--- config.mk ---
export PLATFORM = sky130hd
export DESIGN_NAME = bf3_win_sum
export DESIGN_NICKNAME = d
export VERILOG_FILES = /design/src/hw/rtl/bf3_pkg.sv /design/src/hw/rtl/bf3_win_sum.sv
export SDC_FILE = /design/constraint.sdc
export NUM_CORES = 1
export LEC_CHECK = 0
export BUFFER_PORTS_ARGS = -buffer_cell sky130_fd_sc_hd__buf_4
export CORE_ASPECT_RATIO = 0.75
export CORE_MARGIN = 8
export CORE_UTILIZATION = 50
export DETAILED_ROUTE_END_ITERATION = 8
export PLACE_DENSITY = 0.75
export SYNTH_ARGS = -nofsm -noshare
export SYNTH_HDL_FRONTEND = slang
export SYNTH_SLANG_ARGS = --single-unit
--- constraint.sdc ---
create_clock -name clk -period 23.1 [get_ports clk]
set_input_delay 1.155 -clock clk [delete_from_list [all_inputs] [get_ports clk]]
set_output_delay 1.155 -clock clk [all_outputs]
set_load 0.005 [all_outputs]
--- src/hw/rtl/bf3_pkg.sv ---
// ----------------------------------------------------------------------------
// bf3_pkg: shared types and constants of the 3x3 box filter
// Holds the beat structs of both channels, the per-item position tag and the
// register indexes and arithmetic constants of the filter.
// ----------------------------------------------------------------------------
package bf3_pkg;

  // Width of the frame size registers and of the position counters.
  localparam int DIM_W = 10;
  // Pixel width.
  localparam int PIX_W = 8;
  // Nine 8-bit terms need 12 bits.
  localparam int SUM_W = 12;

  // Configuration port.
  localparam int CFG_IDX_W  = 2;
  localparam int CFG_DATA_W = DIM_W;
  localparam logic [CFG_IDX_W-1:0] REG_IMAGE_WIDTH  = 2'd0;
  localparam logic [CFG_IDX_W-1:0] REG_IMAGE_HEIGHT = 2'd1;

  // Smallest frame dimension that the filter works with.
  localparam logic [DIM_W-1:0] MIN_DIM   = 10'd3;
  localparam logic [DIM_W-1:0] RESET_DIM = 10'd512;

  // Division by nine as a multiply by 7282 / 2^16; exact for sums up to 2295.
  localparam int RECIP_W     = 13;
  localparam int RECIP_SHIFT = 16;
  localparam int PROD_W      = SUM_W + RECIP_W;
  localparam logic [RECIP_W-1:0] RECIP_9 = 13'd7282;

  // Input beat.
  typedef struct packed {
    logic [PIX_W-1:0] pixel;
    logic             is_pad;
  } in_beat_t;

  // Result beat.
  typedef struct packed {
    logic [PIX_W-1:0] mean_value;
    logic             frame_last;
  } out_beat_t;

  // What one accepted item means for the result side: whether it produces a
  // result, which window borders fall outside the image and whether it ends
  // the frame.
  typedef struct packed {
    logic emit;
    logic top;
    logic bottom;
    logic left;
    logic right;
    logic last;
  } tag_t;

endpackage

--- src/hw/rtl/bf3_win_sum.sv ---
// ----------------------------------------------------------------------------
// bf3_win_sum: 3x3 shift window and masked window sum
// Shifts in one new column per item and registers the sum of the window
// positions that lie inside the image.
// ----------------------------------------------------------------------------
module bf3_win_sum
  import bf3_pkg::*;
(
  input  logic             clk,
  input  logic             rst_n,
  input  logic             shift_en,
  input  logic [PIX_W-1:0] up,
  input  logic [PIX_W-1:0] mid,
  input  logic [PIX_W-1:0] px,
  input  logic             sum_en,
  input  tag_t             mask,
  output logic [SUM_W-1:0] sum
);

  // Row 0 is the upper line, row 2 the newest; column 2 is the newest.
  logic [PIX_W-1:0] win_r [3][3];
  logic [SUM_W-1:0] sum_r, sum_nxt;

  // Window shift.
  always_ff @(posedge clk) begin
    if (!rst_n) begin
      for (int r = 0; r < 3; r++) begin
        for (int c = 0; c < 3; c++) begin
          win_r[r][c] <= '0;
        end
      end
    end else if (shift_en) begin
      for (int r = 0; r < 3; r++) begin
        win_r[r][0] <= win_r[r][1];
        win_r[r][1] <= win_r[r][2];
      end
      win_r[0][2] <= up;
      win_r[1][2] <= mid;
      win_r[2][2] <= px;
    end
  end

  // Sum of the window positions inside the image.
  always_comb begin
    sum_nxt = '0;
    for (int r = 0; r < 3; r++) begin
      for (int c = 0; c < 3; c++) begin
        if (!((r == 0 && mask.top) || (r == 2 && mask.bottom) ||
              (c == 0 && mask.left) || (c == 2 && mask.right))) begin
          sum_nxt = sum_nxt + SUM_W'(win_r[r][c]);
        end
      end
    end
  end

  always_ff @(posedge clk) begin
    if (sum_en) begin
      sum_r <= sum_nxt;
    end
  end

  assign sum = sum_r;

endmodule

* Word level (Yosys, flattened, before mapping)
Memories as Yosys holds them, arrays and structs flattened. Cells that the tools add are included.
Storage, ports and cells: register bits 12, RAM bits 72, bits of input ports 34, output and inout bits 12, logic and storage cells 44, memories 1
Cells by class: add/sub/neg operators 8, multiplexer cells 21, bitwise operators 9, reductions and logical operators 4
Memory list:
- win_r | words 3, width 24, rd ports 3, clocked after memory_dff 0, wr ports 3, line bf3_win_sum.sv:21 | logic [PIX_W-1:0] win_r [3][3];
Operators by type and width (number):
- $add 12x8->12 | 8
- $mux 12 | 7
- $mux 8 | 10
- $or 1x1->1 | 9
- $logic_or 1x1->1 | 4
- $mux 1 | 4

* Longest topological paths before layout
word-level depth 17, gate-level depth with buffers 51, gate-level depth less buffers 49

* Worst setup path before layout
No wires, ideal clock.
path type input-to-reg, start point in mask[4] (netlist name), end point reg sum_r[11] (netlist: sum[11]), data pin, library setup time 0.265 ns, data arrival time 9.169 ns, data required time 22.835 ns, path slack 13.667 ns, cell stages on the path 49, path buffers 2, path through buf_6 clkbuf_1 nor2_1 and2_1 ha_1 inv_1 fa_1 xnor2_1 xnor2_1 nor2_1 ha_1 a211oi_1 nor2_1 o41ai_1 ha_1 o21a_1 o31a_1 a211oi_1 [... 13 more ...] ha_1 o21a_1 o31a_1 a21oi_1 nor2_1 a21oi_1 ha_1 or3_1 a21oi_1 a21oi_1 ha_1 inv_1 a21oi_1 o21a_1 o211ai_2 nor2_1 o211ai_1 xor2_1
On the way: cells in the longest elaborated chain, start to end 17, elaborated cells between the ends (all ways) 18, those cells by class 8 x add/sub; 8 x mux; 2 x reduce/logical
RTL lines:
- start: declaration | line bf3_win_sum.sv:16 | input tag_t mask,
- $logic_or 1x1->1 | line bf3_win_sum.sv:48 | if (!((r == 0 && mask.top) || (r == 2 && mask.bottom) ||
- $mux 8 | line bf3_win_sum.sv:48
- $add 12x8->12 | line bf3_win_sum.sv:50 | sum_nxt = sum_nxt + SUM_W'(win_r[r][c]);
- $mux 12 | line bf3_win_sum.sv:48
- $add 12x8->12 | line bf3_win_sum.sv:50
- $mux 12 (*) | line bf3_win_sum.sv:48
- $add 12x8->12 | line bf3_win_sum.sv:50
- $mux 12 (*) | line bf3_win_sum.sv:48
- [... 2 more ...]
- $mux 12 (*) | line bf3_win_sum.sv:48
- $add 12x8->12 | line bf3_win_sum.sv:50
- $mux 12 (*) | line bf3_win_sum.sv:48
- $add 12x8->12 | line bf3_win_sum.sv:50
- $mux 12 (*) | line bf3_win_sum.sv:48
- $add 12x8->12 | line bf3_win_sum.sv:50
- $mux 12 (*) | line bf3_win_sum.sv:48
- named net sum_nxt[11] | line bf3_win_sum.sv:22 | logic [SUM_W-1:0] sum_r, sum_nxt;
- end signal: assignment | line bf3_win_sum.sv:58 | sum_r <= sum_nxt;
- end: declaration | line bf3_win_sum.sv:22
Mark *: on every way through the listed nets, which the timed path passes. The rest lies on a longest branch. A chain may end at the register's enable or synchronous reset.

* Worst setup path in the final report
start point in mask[2] (netlist name), end point reg sum_r[11] (netlist: sum[11]), data pin
On the way: cells in the longest elaborated chain, start to end 17, elaborated cells between the ends (all ways) 18, those cells by class 8 x add/sub; 8 x mux; 2 x reduce/logical
RTL lines (line):
- $logic_or 1x1->1 | bf3_win_sum.sv:48
- $mux 8 | bf3_win_sum.sv:48
- $add 12x8->12 | bf3_win_sum.sv:50
- $mux 12 | bf3_win_sum.sv:48
- $add 12x8->12 | bf3_win_sum.sv:50
- $mux 12 | bf3_win_sum.sv:48
- $add 12x8->12 | bf3_win_sum.sv:50
- $mux 12 | bf3_win_sum.sv:48
- $add 12x8->12 (2 in a row) | bf3_win_sum.sv:50
- $mux 12 | bf3_win_sum.sv:48
- $add 12x8->12 | bf3_win_sum.sv:50
- $mux 12 (*) | bf3_win_sum.sv:48
- $add 12x8->12 | bf3_win_sum.sv:50
- $mux 12 (*) | bf3_win_sum.sv:48
- $add 12x8->12 | bf3_win_sum.sv:50
- $mux 12 (*) | bf3_win_sum.sv:48
- named net sum_nxt[11] | bf3_win_sum.sv:22
Marked as above.

==> reports/summary.txt <==
Status: complete, no violations
First-pass GRT wire length: 25200 µm
Worst hold slack: 0.599 ns
CTS tree: built
Fin Clk Skew: 0.00820 ns
DR vias: 5415
DIE AREA: 17700 µm²
Power per standard cell area: 72.7 nW/µm²
FF-to-FF Start: win_r[0][17]
CP max FO: 21
Hold Crit Depth: 1
Post-synth top area share: 37.0%
Antenna violations before repair: 0
Starting Density: 50.5%
Largest cells by area after synthesis: edfxtp_1, ha_1, and3_1
Remaining antenna violation count: 0
RR Endpoint: sum[11]
Clk pin slew, worst setup/hold paths: 0.06 ns
CTS sink count: 84
Most common cell on crit path: ha_1
Syn Std Cell Area: 6830 µm²
I/O Buffers: 43
Final Max Tran Viols: 0
R2R depth: 45
Clk buf depth: 2
Reg area: 2520 µm²
DRC errors left: 0
Syn_area_per_cell: 9.68 µm²
Worst path required time: 23.19 ns
CP Class: in2reg
Vias in the first global route: 5335
Total gr overflow: 0
Hold Startpoint: win_r[0][37]
Post-synth cell types: 71
Antenna diode count: 0
Pleak: 3.41 nW
Max-Cap Viols: 0
Max VDD drop: 0.0000372 V
Num rows: 37
Top Ports: 46
Fin nets: 838
Cell count after synthesis: 705
Post-synth ARST share: 0%
Total CTS buffers: 9
Drt first pass iters: 5
Total core area: 13500 µm²
HPWL after detailed placement: 10700 µm
Post-synth EDFFs: 84
F_max: 0.0960 GHz
Slowest cell delay on critical path: 0.44 ns
Via density: 5.94
Final WL: 15300 µm
Unrepaired setup endpoints after global routing: no
Sequential-to-total area share from yosys stat: 37.0%
Critical path startpoint category: primary input
Fillers: 1171
Worst slew pin tran: 1.03 ns
DR WL/cell: 16.8 µm
Final setup violation count: 0
Final period util: 45.1%
Synth Flop Type: edfxtp_1
TNS Setup: 0 ns
Largest net degree at the start of global routing: 74
Clock Latency Late Sink: 0.35 ns
Synthesis-to-layout area growth: 10.5%
Relative slew slack: 31.3%
Share of cells above drive strength 1: 12.2%
CTS root buffer: clkbuf_16
Final Hold Vio Count: 0
Post-CTS Setup Bufs: 0
Worst hold endpoint: win_r[0][45]
Die width: 151 µm
Slowest-stage cell, CP: nor2_1
Final min period: 10.42 ns
CP Data Arrival Time: 10.51 ns
Post-Syn Nets: 811
RD Place Congestion: 0.827
Multi-input gate area: 4050 µm²
Synth area leader: edfxtp_1
Minimum setup slack among reg-to-reg paths: 13.84 ns
Post-CTS Resized: 0
1st-iter DRT viols: 505
YS warnings: 0
Worst Setup End Kind: flip-flop
Yosys reg bits: 84
Die H: 117 µm
CTS Hold Bufs: 0
HP Class: reg2reg
Total track usage: 17.7%
H-tree levels: 3
## layout by cell type, fill, tap and decap left out, drive strengths merged, types with 29 or more instances in the layout
cell / netlist / final
buf: 1 / 44
and3: 75 / 75
xnor2: 29 / 29
nand2: 31 / 31
inv: 36 / 36
nor2: 73 / 73
edfxtp: 84 / 84
o21ai: 39 / 39
a21oi: 50 / 50
ha: 64 / 64
## critical path, delay by kind of cell
| kind | cells | cell delay (ns) |
|---|---|---|
| AO/OA/AOI/OAI | 21 | 3.60 |
| adder cells (fa/ha/maj) | 9 | 2.87 |
| AND/OR/NAND/NOR | 10 | 1.88 |
| XOR/XNOR | 4 | 0.59 |
| buffers and inverters | 4 | 0.40 |
## power breakdown
| part | switching [W] | total, W | internal [W] |
|---|---|---|---|
| registers | 0.00000643 | 0.000191 | 0.000185 |
| clock network | 0.0000602 | 0.000144 | 0.0000833 |
| logic | 0.000120 | 0.000213 | 0.0000934 |
## cells in the mapped netlist, types with 3 or more instances
library cell and instances:
nand4_1 4, inv_1 36, or2_2 5, xnor2_1 29, a21o_1 13, mux2i_1 6
o31ai_1 3, o21a_1 18, o21ai_0 36, a21oi_1 50, o41ai_1 3, mux2_2 3
and2_1 8, and3_1 74, o211ai_1 5, nor3_1 16, o21bai_1 6, nand2_1 31
edfxtp_1 84, nand2b_1 10, a211oi_1 10, o211ai_2 3, clkbuf_1 25, o31a_1 5
ha_1 64, a31oi_1 3, nor2b_1 12, fa_1 8, nor2_1 72, nand3_1 3
xor2_1 12
## cell type report
type                       count  area share (%)
clock buffer                  11            3.09
clock inverter                 5           0.697
inverter                      36            1.79
multi-input combinational    557            53.7
sequential                    84            33.4
tap                          175            2.90
timing repair buffer          44            4.38
## registers in the layout, indices dropped and copies added, names as in the netlist
signal,flops
sum,12
win_r,72
## routing by layer
| layer | vias up | routed length, µm | track usage, % | share of wire (%) |
|---|---|---|---|---|
| met2 | 130 | 7100 | 28.4 | 46 |
| li1 | 2661 | - | - | - |
| met5 | - | 0 | 0 | 0 |
| met3 | 30 | 629 | 3.88 | 4.1 |
| met4 | 0 | 283 | 6.11 | 1.8 |
| met1 | 2594 | 7320 | 23.3 | 48 |
## kinds of logic (layout without fill, tap and decap cells)
| group | count (synthesis) | in the layout | share of synthesized area [%] |
|---|---|---|---|
| fa+ha+maj | 73 | 73 | 14.2 |
| buf+inv | 64 | 96 | 3.83 |
| simple gates | 251 | 251 | 19.7 |
| compound gates | 180 | 180 | 17.8 |
| mux | 9 | 9 | 1.37 |
| xor+xnor | 44 | 44 | 6.09 |
| flops | 84 | 84 | 37.0 |
## stage by stage
| step | util, % | area (µm²) | std cells | power [W] | worst slack [ns] |
|---|---|---|---|---|---|
| after floorplan | - | 6830 | 705 | 0.000355 | 13.67 |
| after global placement | 53.7 | 7260 | 896 | 0.000391 | 12.69 |
| after detailed placement | 53.7 | 7260 | 896 | 0.000404 | 12.51 |
| after CTS | 55.8 | 7540 | 912 | 0.000549 | 12.80 |
| after global routing | 55.8 | 7540 | 912 | 0.000583 | 11.85 |
| final | 55.8 | 7540 | 912 | 0.000548 | 12.68 |
## worst max path at each step
stage | from | endpoint | slack (ns)
finish | mask[2] | sum[11] | 12.68
global route | mask[2] | sum[11] | 11.85
CTS | mask[2] | sum[11] | 12.80
detailed placement | mask[2] | sum[11] | 12.51
global placement | mask[2] | sum[11] | 12.69
floorplan | mask[4] | sum[11] | 13.67
Power figures use the tool's default switching activity.
