==> config.mk <==
export PLATFORM = sky130hd
export DESIGN_NAME = bf3_pos_ctrl
export DESIGN_NICKNAME = d
export VERILOG_FILES = /design/src/hw/rtl/bf3_pkg.sv /design/src/hw/rtl/bf3_pos_ctrl.sv
export SDC_FILE = /design/constraint.sdc
export NUM_CORES = 1
export LEC_CHECK = 0
export ABC_AREA = 0
export BUFFER_PORTS_ARGS = -buffer_cell sky130_fd_sc_hd__buf_4
export CAP_MARGIN = 20
export CORE_MARGIN = 5
export CORE_UTILIZATION = 61
export DETAILED_ROUTE_END_ITERATION = 6
export GPL_ROUTABILITY_DRIVEN = 0
export GPL_TIMING_DRIVEN = 0
export MAX_ROUTING_LAYER = met4
export PLACE_DENSITY = 0.82
export SYNTH_ARGS = -nofsm -noshare
export SYNTH_HDL_FRONTEND = slang
export SYNTH_SLANG_ARGS = --single-unit
==> constraint.sdc <==
create_clock -name clk -period 4.2 [get_ports clk]
set_input_delay 0.42 -clock clk [delete_from_list [all_inputs] [get_ports clk]]
set_output_delay 0.42 -clock clk [all_outputs]
set_load 0.05 [all_outputs]
==> src/hw/rtl/bf3_pkg.sv <==
// ----------------------------------------------------------------------------
// bf3_pkg: shared types and constants of the 3x3 box filter
// Holds the beat structs of both channels, the per-item position tag and the
// register indexes and arithmetic constants of the filter.
// ----------------------------------------------------------------------------
package bf3_pkg;

  // Width of the frame size registers and of the position counters.
  localparam int DIM_W = 10;
  // Pixel width.
  localparam int PIX_W = 8;
  // Nine 8-bit terms need 12 bits.
  localparam int SUM_W = 12;

  // Configuration port.
  localparam int CFG_IDX_W  = 2;
  localparam int CFG_DATA_W = DIM_W;
  localparam logic [CFG_IDX_W-1:0] REG_IMAGE_WIDTH  = 2'd0;
  localparam logic [CFG_IDX_W-1:0] REG_IMAGE_HEIGHT = 2'd1;

  // Smallest frame dimension that the filter works with.
  localparam logic [DIM_W-1:0] MIN_DIM   = 10'd3;
  localparam logic [DIM_W-1:0] RESET_DIM = 10'd512;

  // Division by nine as a multiply by 7282 / 2^16; exact for sums up to 2295.
  localparam int RECIP_W     = 13;
  localparam int RECIP_SHIFT = 16;
  localparam int PROD_W      = SUM_W + RECIP_W;
  localparam logic [RECIP_W-1:0] RECIP_9 = 13'd7282;

  // Input beat.
  typedef struct packed {
    logic [PIX_W-1:0] pixel;
    logic             is_pad;
  } in_beat_t;

  // Result beat.
  typedef struct packed {
    logic [PIX_W-1:0] mean_value;
    logic             frame_last;
  } out_beat_t;

  // What one accepted item means for the result side: whether it produces a
  // result, which window borders fall outside the image and whether it ends
  // the frame.
  typedef struct packed {
    logic emit;
    logic top;
    logic bottom;
    logic left;
    logic right;
    logic last;
  } tag_t;

endpackage

==> src/hw/rtl/bf3_pos_ctrl.sv <==
// ----------------------------------------------------------------------------
// bf3_pos_ctrl: frame size registers and raster position counters
// Tracks the column and row of the incoming pixel and of the window center,
// and tags every accepted item with its result flags and border masks.
// ----------------------------------------------------------------------------
module bf3_pos_ctrl
  import bf3_pkg::*;
#(
  parameter int MAX_WIDTH = 512
) (
  input  logic                  clk,
  input  logic                  rst_n,
  input  logic                  cfg_we,
  input  logic [CFG_IDX_W-1:0]  cfg_idx,
  input  logic [CFG_DATA_W-1:0] cfg_data,
  input  logic                  accept,
  output logic [DIM_W-1:0]      col,
  output tag_t                  tag
);

  // Largest width the line buffers and the counters can both serve.
  localparam int WMAX = (MAX_WIDTH > 1023) ? 1023 : MAX_WIDTH;
  localparam logic [DIM_W-1:0] WMAX_DIM  = DIM_W'(WMAX);
  localparam logic [DIM_W-1:0] WIDTH_RST = (RESET_DIM > WMAX_DIM) ? WMAX_DIM : RESET_DIM;

  logic [DIM_W-1:0] width_r, width_nxt;
  logic [DIM_W-1:0] height_r, height_nxt;
  logic [DIM_W-1:0] in_col_r, in_col_nxt;
  logic [DIM_W-1:0] in_row_r, in_row_nxt;
  logic [DIM_W-1:0] out_col_r, out_col_nxt;
  logic [DIM_W-1:0] out_row_r, out_row_nxt;

  logic [DIM_W:0]   out_col_p1;
  logic [DIM_W:0]   out_row_p1;
  logic [DIM_W-1:0] out_col_wrap;

  assign col = in_col_r;

  // Tag of the item at the input: result present, borders, end of frame.
  always_comb begin
    out_col_p1   = {1'b0, out_col_r} + 1'b1;
    out_row_p1   = {1'b0, out_row_r} + 1'b1;
    out_col_wrap = out_col_p1[DIM_W-1:0];
    tag.emit   = (in_row_r >= 10'd2) || (in_row_r == 10'd1 && in_col_r != '0);
    tag.top    = (out_row_r == '0);
    tag.bottom = (out_row_p1 >= {1'b0, height_r});
    tag.left   = (out_col_r == '0);
    tag.right  = (out_col_p1 >= {1'b0, width_r});
    tag.last   = tag.bottom && tag.right;
  end

  // Next values of the registers and counters.
  always_comb begin
    width_nxt   = width_r;
    height_nxt  = height_r;
    in_col_nxt  = in_col_r;
    in_row_nxt  = in_row_r;
    out_col_nxt = out_col_r;
    out_row_nxt = out_row_r;
    if (cfg_we) begin
      // A register write starts a new frame.
      case (cfg_idx)
        REG_IMAGE_WIDTH: begin
          if (cfg_data < MIN_DIM) begin
            width_nxt = MIN_DIM;
          end else if (cfg_data > WMAX_DIM) begin
            width_nxt = WMAX_DIM;
          end else begin
            width_nxt = cfg_data;
          end
          in_col_nxt  = '0;
          in_row_nxt  = '0;
          out_col_nxt = '0;
          out_row_nxt = '0;
        end
        REG_IMAGE_HEIGHT: begin
          height_nxt  = (cfg_data < MIN_DIM) ? MIN_DIM : cfg_data;
          in_col_nxt  = '0;
          in_row_nxt  = '0;
          out_col_nxt = '0;
          out_row_nxt = '0;
        end
        default: begin
        end
      endcase
    end else if (accept) begin
      // Input position moves one pixel in raster order.
      if (in_col_r + 1'b1 >= width_r) begin
        in_col_nxt = '0;
        in_row_nxt = in_row_r + 1'b1;
      end else begin
        in_col_nxt = in_col_r + 1'b1;
      end
      if (tag.emit) begin
        if (tag.last) begin
          // The frame's final result returns every counter to the origin.
          in_col_nxt  = '0;
          in_row_nxt  = '0;
          out_col_nxt = '0;
          out_row_nxt = '0;
        end else if (out_col_wrap >= width_r) begin
          out_col_nxt = '0;
          out_row_nxt = out_row_r + 1'b1;
        end else begin
          out_col_nxt = out_col_wrap;
        end
      end
    end
  end

  always_ff @(posedge clk) begin
    if (!rst_n) begin
      width_r   <= WIDTH_RST;
      height_r  <= RESET_DIM;
      in_col_r  <= '0;
      in_row_r  <= '0;
      out_col_r <= '0;
      out_row_r <= '0;
    end else begin
      width_r   <= width_nxt;
      height_r  <= height_nxt;
      in_col_r  <= in_col_nxt;
      in_row_r  <= in_row_nxt;
      out_col_r <= out_col_nxt;
      out_row_r <= out_row_nxt;
    end
  end

endmodule

# == Yosys cells after proc, flatten, opt, wreduce, memory -nomap -nowiden ==
# Cells that the tools add are included.
# classes
n_eq_ne,3
n_lt_le_gt_ge,7
n_reduce_logical,16
muxes,24
n_addsub,5
# op_table
operator,count
$mux W10,24
$add A10 B1 Y10 const B,3
$add A10 B1 Y11 const B,2
$ge A11 B10 Y1,2
$ge A10 B10 Y1,2
$logic_not A10 Y1,2
$eq A10 B1 Y1 const B,1
$ge A10 B2 Y1 const B,1
$gt A10 B10 Y1 const B,1
$lt A10 B2 Y1 const B,1
$reduce_bool A10 Y1,1
$reduce_and A2 Y1,3
$reduce_and A4 Y1,1
$reduce_bool A2 Y1,2
$reduce_and A3 Y1,1
$reduce_bool A3 Y1,1
$eq A2 B1 Y1 const B,1
$logic_and A1 B1 Y1,2
$logic_not A2 Y1,1
$ne A2 B2 Y1 const B,1
$reduce_or A2 Y1,1
$logic_or A1 B1 Y1,1
# word_totals
reg_bits,60
wordCells,61
output_inout_bits,16

# == Logic depth before layout (Yosys ltp) ==
# logic_depth
ltp_word,7
depth_mapped,16

# == Worst setup path before layout ==
# No wires, ideal clock.
# synth_timing
path_kind,reg2out
startpoint,register out_col_r[4]
endpoint,output tag[0] (netlist bit)
slack_ps,692
required_time_ps,3780
path_stages_with_launch,14
arrival_ps,3088
n_path_buf,1
cell_sequence,dfxtp_1 -> clkbuf_1 -> and3_1 -> nand3_1 -> or2_2 -> and2_1 -> or2_2 -> ha_1 -> a41oi_1 -> o21ai_0 -> nor2_1 -> nand2_1 -> nand2_1 -> inv_1
# synth_lines
element,line_no,source
"start, declared",bf3_pos_ctrl.sv:30,"logic [DIM_W-1:0] out_col_r, out_col_nxt;"
"start signal, assigned",bf3_pos_ctrl.sv:124,out_col_r <= out_col_nxt;
"end, declared",bf3_pos_ctrl.sv:18,output tag_t tag

==> results_dict.tcl <==
set metrics [dict create \
    worst_clock_skew_ns 0.00840 \
    synth_top_family_by_area "simple AND/OR/NAND/NOR gates" \
    synth_ff_type "dfxtp_1" \
    place_area_mm2 0.00432 \
    max-cap-violations 0 \
    post_cts_buffers 0 \
    cts_sinks 60 \
    fin_tns_setup_ns 0 \
    cts_tree "built" \
    io_buffers 29 \
    route.detailed.drc 0 \
    maxSlewViolCount 0 \
    die_w_um 91.1 \
    powerDensity_mw_per_mm2 257 \
    syn-cell-area_mm2 0.00401 \
    min-delay-start "cfg_data[0]" \
    yosys.area_share.simple 0.299 \
    cts_max_path_buffers 2 \
    synth_xor_area_frac 0.0350 \
    grt_use_total 0.250 \
    synth_top_area_frac 0.300 \
    crit_fanout 5 \
    hold_violations 0 \
    yosysTopAreaCell "dfxtp_1" \
    layout-area-overhead-vs-synth_pct 12.1 \
    setup_violations 0 \
    met2WireLength_mm 5.05 \
    pre_cts_slack_ns 0.360 \
    dpl.cell_count 624 \
    ir_drop_mv 0.235 \
    drive_gt1_frac 0.133 \
    cts_resized 0 \
    avgRoutedWirePerCell_um 15.5 \
    grt_pass1_vias 3649 \
    root_buffer "clkbuf_8" \
    vias 3828 \
    top_layer "met4" \
    yosys_warnings 0 \
    drtIter0Drc 348 \
    hold_class "in -> reg" \
    worst_ep_arrival_time_ns 3.48 \
    fmax_ghz 0.257 \
    clk_latency_ns 0.34 \
    synth_edf_count 0 \
    end_kind "primary output" \
    layout.nets 613 \
    synth_seq_area_share 0.300 \
    syn_area_per_cell_um2 7.74 \
    intPower_uw 826 \
    worstMarginPinSlew_ns 0.657 \
    synth-compound-area-share 0.182 \
    yosys.area_share.adder 0.122 \
    path_class "reg -> out" \
    ioPinCount 32 \
    cp.required_ns 3.78 \
    fin_ws_ns 0.303 \
    numCtsBuffers 9 \
    die_area_mm2 0.00829 \
    async_reset_ff_frac 0 \
    grt_pass1_wl_mm 16.7 \
    synth_cell_types 55 \
    ys_seq_elements 60 \
    hpwlAfterDp_mm 7.57 \
    detail-route-antenna-nets 0 \
    sequentialPowerShare 0.503 \
    p_comb_frac 0.102 \
    slew_headroom 0.561 \
    synth_nets 573 \
    reg2reg_from "out_col_r[0]$_SDFFE_PN0P_" \
    final_cells 639 \
    cts.clk_slew.worst_paths_ns 0.07 \
    timing.final.crit_share 0.928 \
    power.leakage_uw 0.00183 \
    antenna_found_initial 0 \
    startpoint "out_col_r[0]$_SDFFE_PN0P_" \
    core_area_mm2 0.00639 \
    fin_area_mm2 0.00449 \
    fillers 533 \
    finalCriticalPeriod_ns 3.90 \
    std_cell_rows 29 \
    h-tree-depth 3 \
    drt-total-wl_mm 9.93 \
    synth_cells 518 \
    start_util 0.628 \
    status "complete, no violations" \
    die_y_um 91.1 \
    wl_met3_um 444 \
    synthTopCellsByArea "dfxtp_1 30%, ha_1 12%, nand2_1 6.5%, a21oi_1 4.7%, nor2_1 3.7%" \
    viasPerCell 5.99 \
    m1WireLength_mm 4.16 \
    overflow 0 \
    synth_mux_area_frac 0.00749 \
    n_antenna_cell 0 \
    start_kind "flip-flop" \
    clkPwrFrac 0.395 \
    rsz0062_at_grt "no" \
    grt_max_degree 12 \
    power_switching_uw 329 \
    holdBufCountCts 0 \
    first_pass_iters 6 \
    switching_share 0.285 \
]
state kept, by name (all words and copies together), names as in the netlist:
name	flops
width_r	10
out_row_r	10
height_r	10
col	10
out_col_r	10
in_row_r	10
layout by cell type (no fill, tap or decap), types with 3 or more instances in the layout:
cell type / n
nand2_1: 69
dfxtp_1: 60
nor2_1: 40
ha_1: 39
a21oi_1: 38
inv_1: 29
buf_4: 29
nand3_1: 28
o21ai_0: 18
clkbuf_1: 17
a22oi_1: 11
nand2b_1: 10
nor4_1: 10
and3_1: 10
or2_2: 9
nor2b_1: 9
xnor2_1: 9
clkbuf_8: 9
a21o_1: 8
nor3_1: 8
o21ai_2: 7
nand4_1: 7
xor2_1: 7
and2_1: 6
buf_2: 5
a211oi_1: 5
nand4b_1: 5
a31oi_1: 5
or3b_1: 4
nand3b_1: 4
mux2i_1: 3
o21a_1: 3
o21ai_1: 3
clkinvlp_4: 3
synth_stat cells, drive strengths merged, types with 4 or more instances:
cell type and n:
nand3 30, nand4 7, clkbuf 18, o21ai 28, a22oi 11, nor3 9
nor2b 9, a31oi 5, ha 39, buf 6, nand2b 10, and3 10
inv 29, xor2 7, nand2 69, or2 10, dfxtp 60, nand3b 4
or3b 4, nand4b 5, nor2 40, a21o 8, nor4 11, a21oi 40
a21boi 4, xnor2 9, and2 6, a211oi 6
cell type report:
cell class / instances / area, µm² / area share
buffer: 24 / 105 / 0.0234
clock buffer: 9 / 124 / 0.0276
clock inverter: 6 / 41.3 / 0.00919
inverter: 30 / 113 / 0.0251
multi-input combinational: 404 / 2600 / 0.578
sequential: 60 / 1200 / 0.267
tap: 77 / 96.3 / 0.0214
timing repair buffer: 29 / 218 / 0.0484
power groups by stage:
| stage | combinational (µW) | sequential [µW] | clock [µW] |
|---|---|---|---|
| 3_5_place_dp | 115 | 594 | 0 |
| 5_1_grt | 128 | 582 | 490 |
| 3_3_place_gp | 112 | 594 | 0 |
| 6_report | 117 | 581 | 456 |
| 2_1_floorplan | 71.8 | 596 | 0 |
| 4_1_cts | 116 | 581 | 462 |
logic make-up (layout without fill, tap and decap cells):
kind of cell,after synthesis,count (layout)
simple gates,232,232
flops,60,60
mux,3,3
buf+inv,54,98
compound gates,114,114
xor+xnor,16,16
fa+ha+maj,39,39
final timing paths:
| kind | endpoint | slack, ns | cells after the start |
|---|---|---|---|
| max | tag[0] | 0.30 | 15 |
| min | height_r[0]$_SDFFE_PN0P_ | 0.33 | 3 |
| max reg2reg | out_col_r[9]$_SDFFE_PN0P_ | 0.36 | 15 |
| min reg2reg | height_r[2]$_SDFFE_PN0P_ | 0.46 | 2 |
worst max-delay path, cell delays in order, from the launching register on:
cell and delay (ns):
dfxtp_1 0.42, ha_1 0.27, nand3_2 0.17, or2_1 0.25, buf_2 0.16, nor2_1 0.10, nand2_1 0.11, xnor2_1 0.26
ha_1 0.31, nand4_1 0.12, nor2_1 0.07, a21oi_1 0.31, nand2_1 0.16, nand2_1 0.19, inv_1 0.06, buf_4 0.19
routing by layer:
layer  vias to the layer above  GRT usage
li1                       1905          -
met1                      1788      0.299
met2                       111      0.413
met3                        24     0.0314
met4                         0      0.122
met5                         -          -
stage by stage:
step                hold slack (ns)  power [µW]  utilization
finish                        0.332        1150        0.704
global route                  0.340        1200        0.704
detailed placement            0.453         709        0.677
floorplan                     0.436         667            -
global placement              0.447         706        0.677
CTS                           0.326        1160        0.703
No activity file was read; power rests on OpenSTA's default activity.
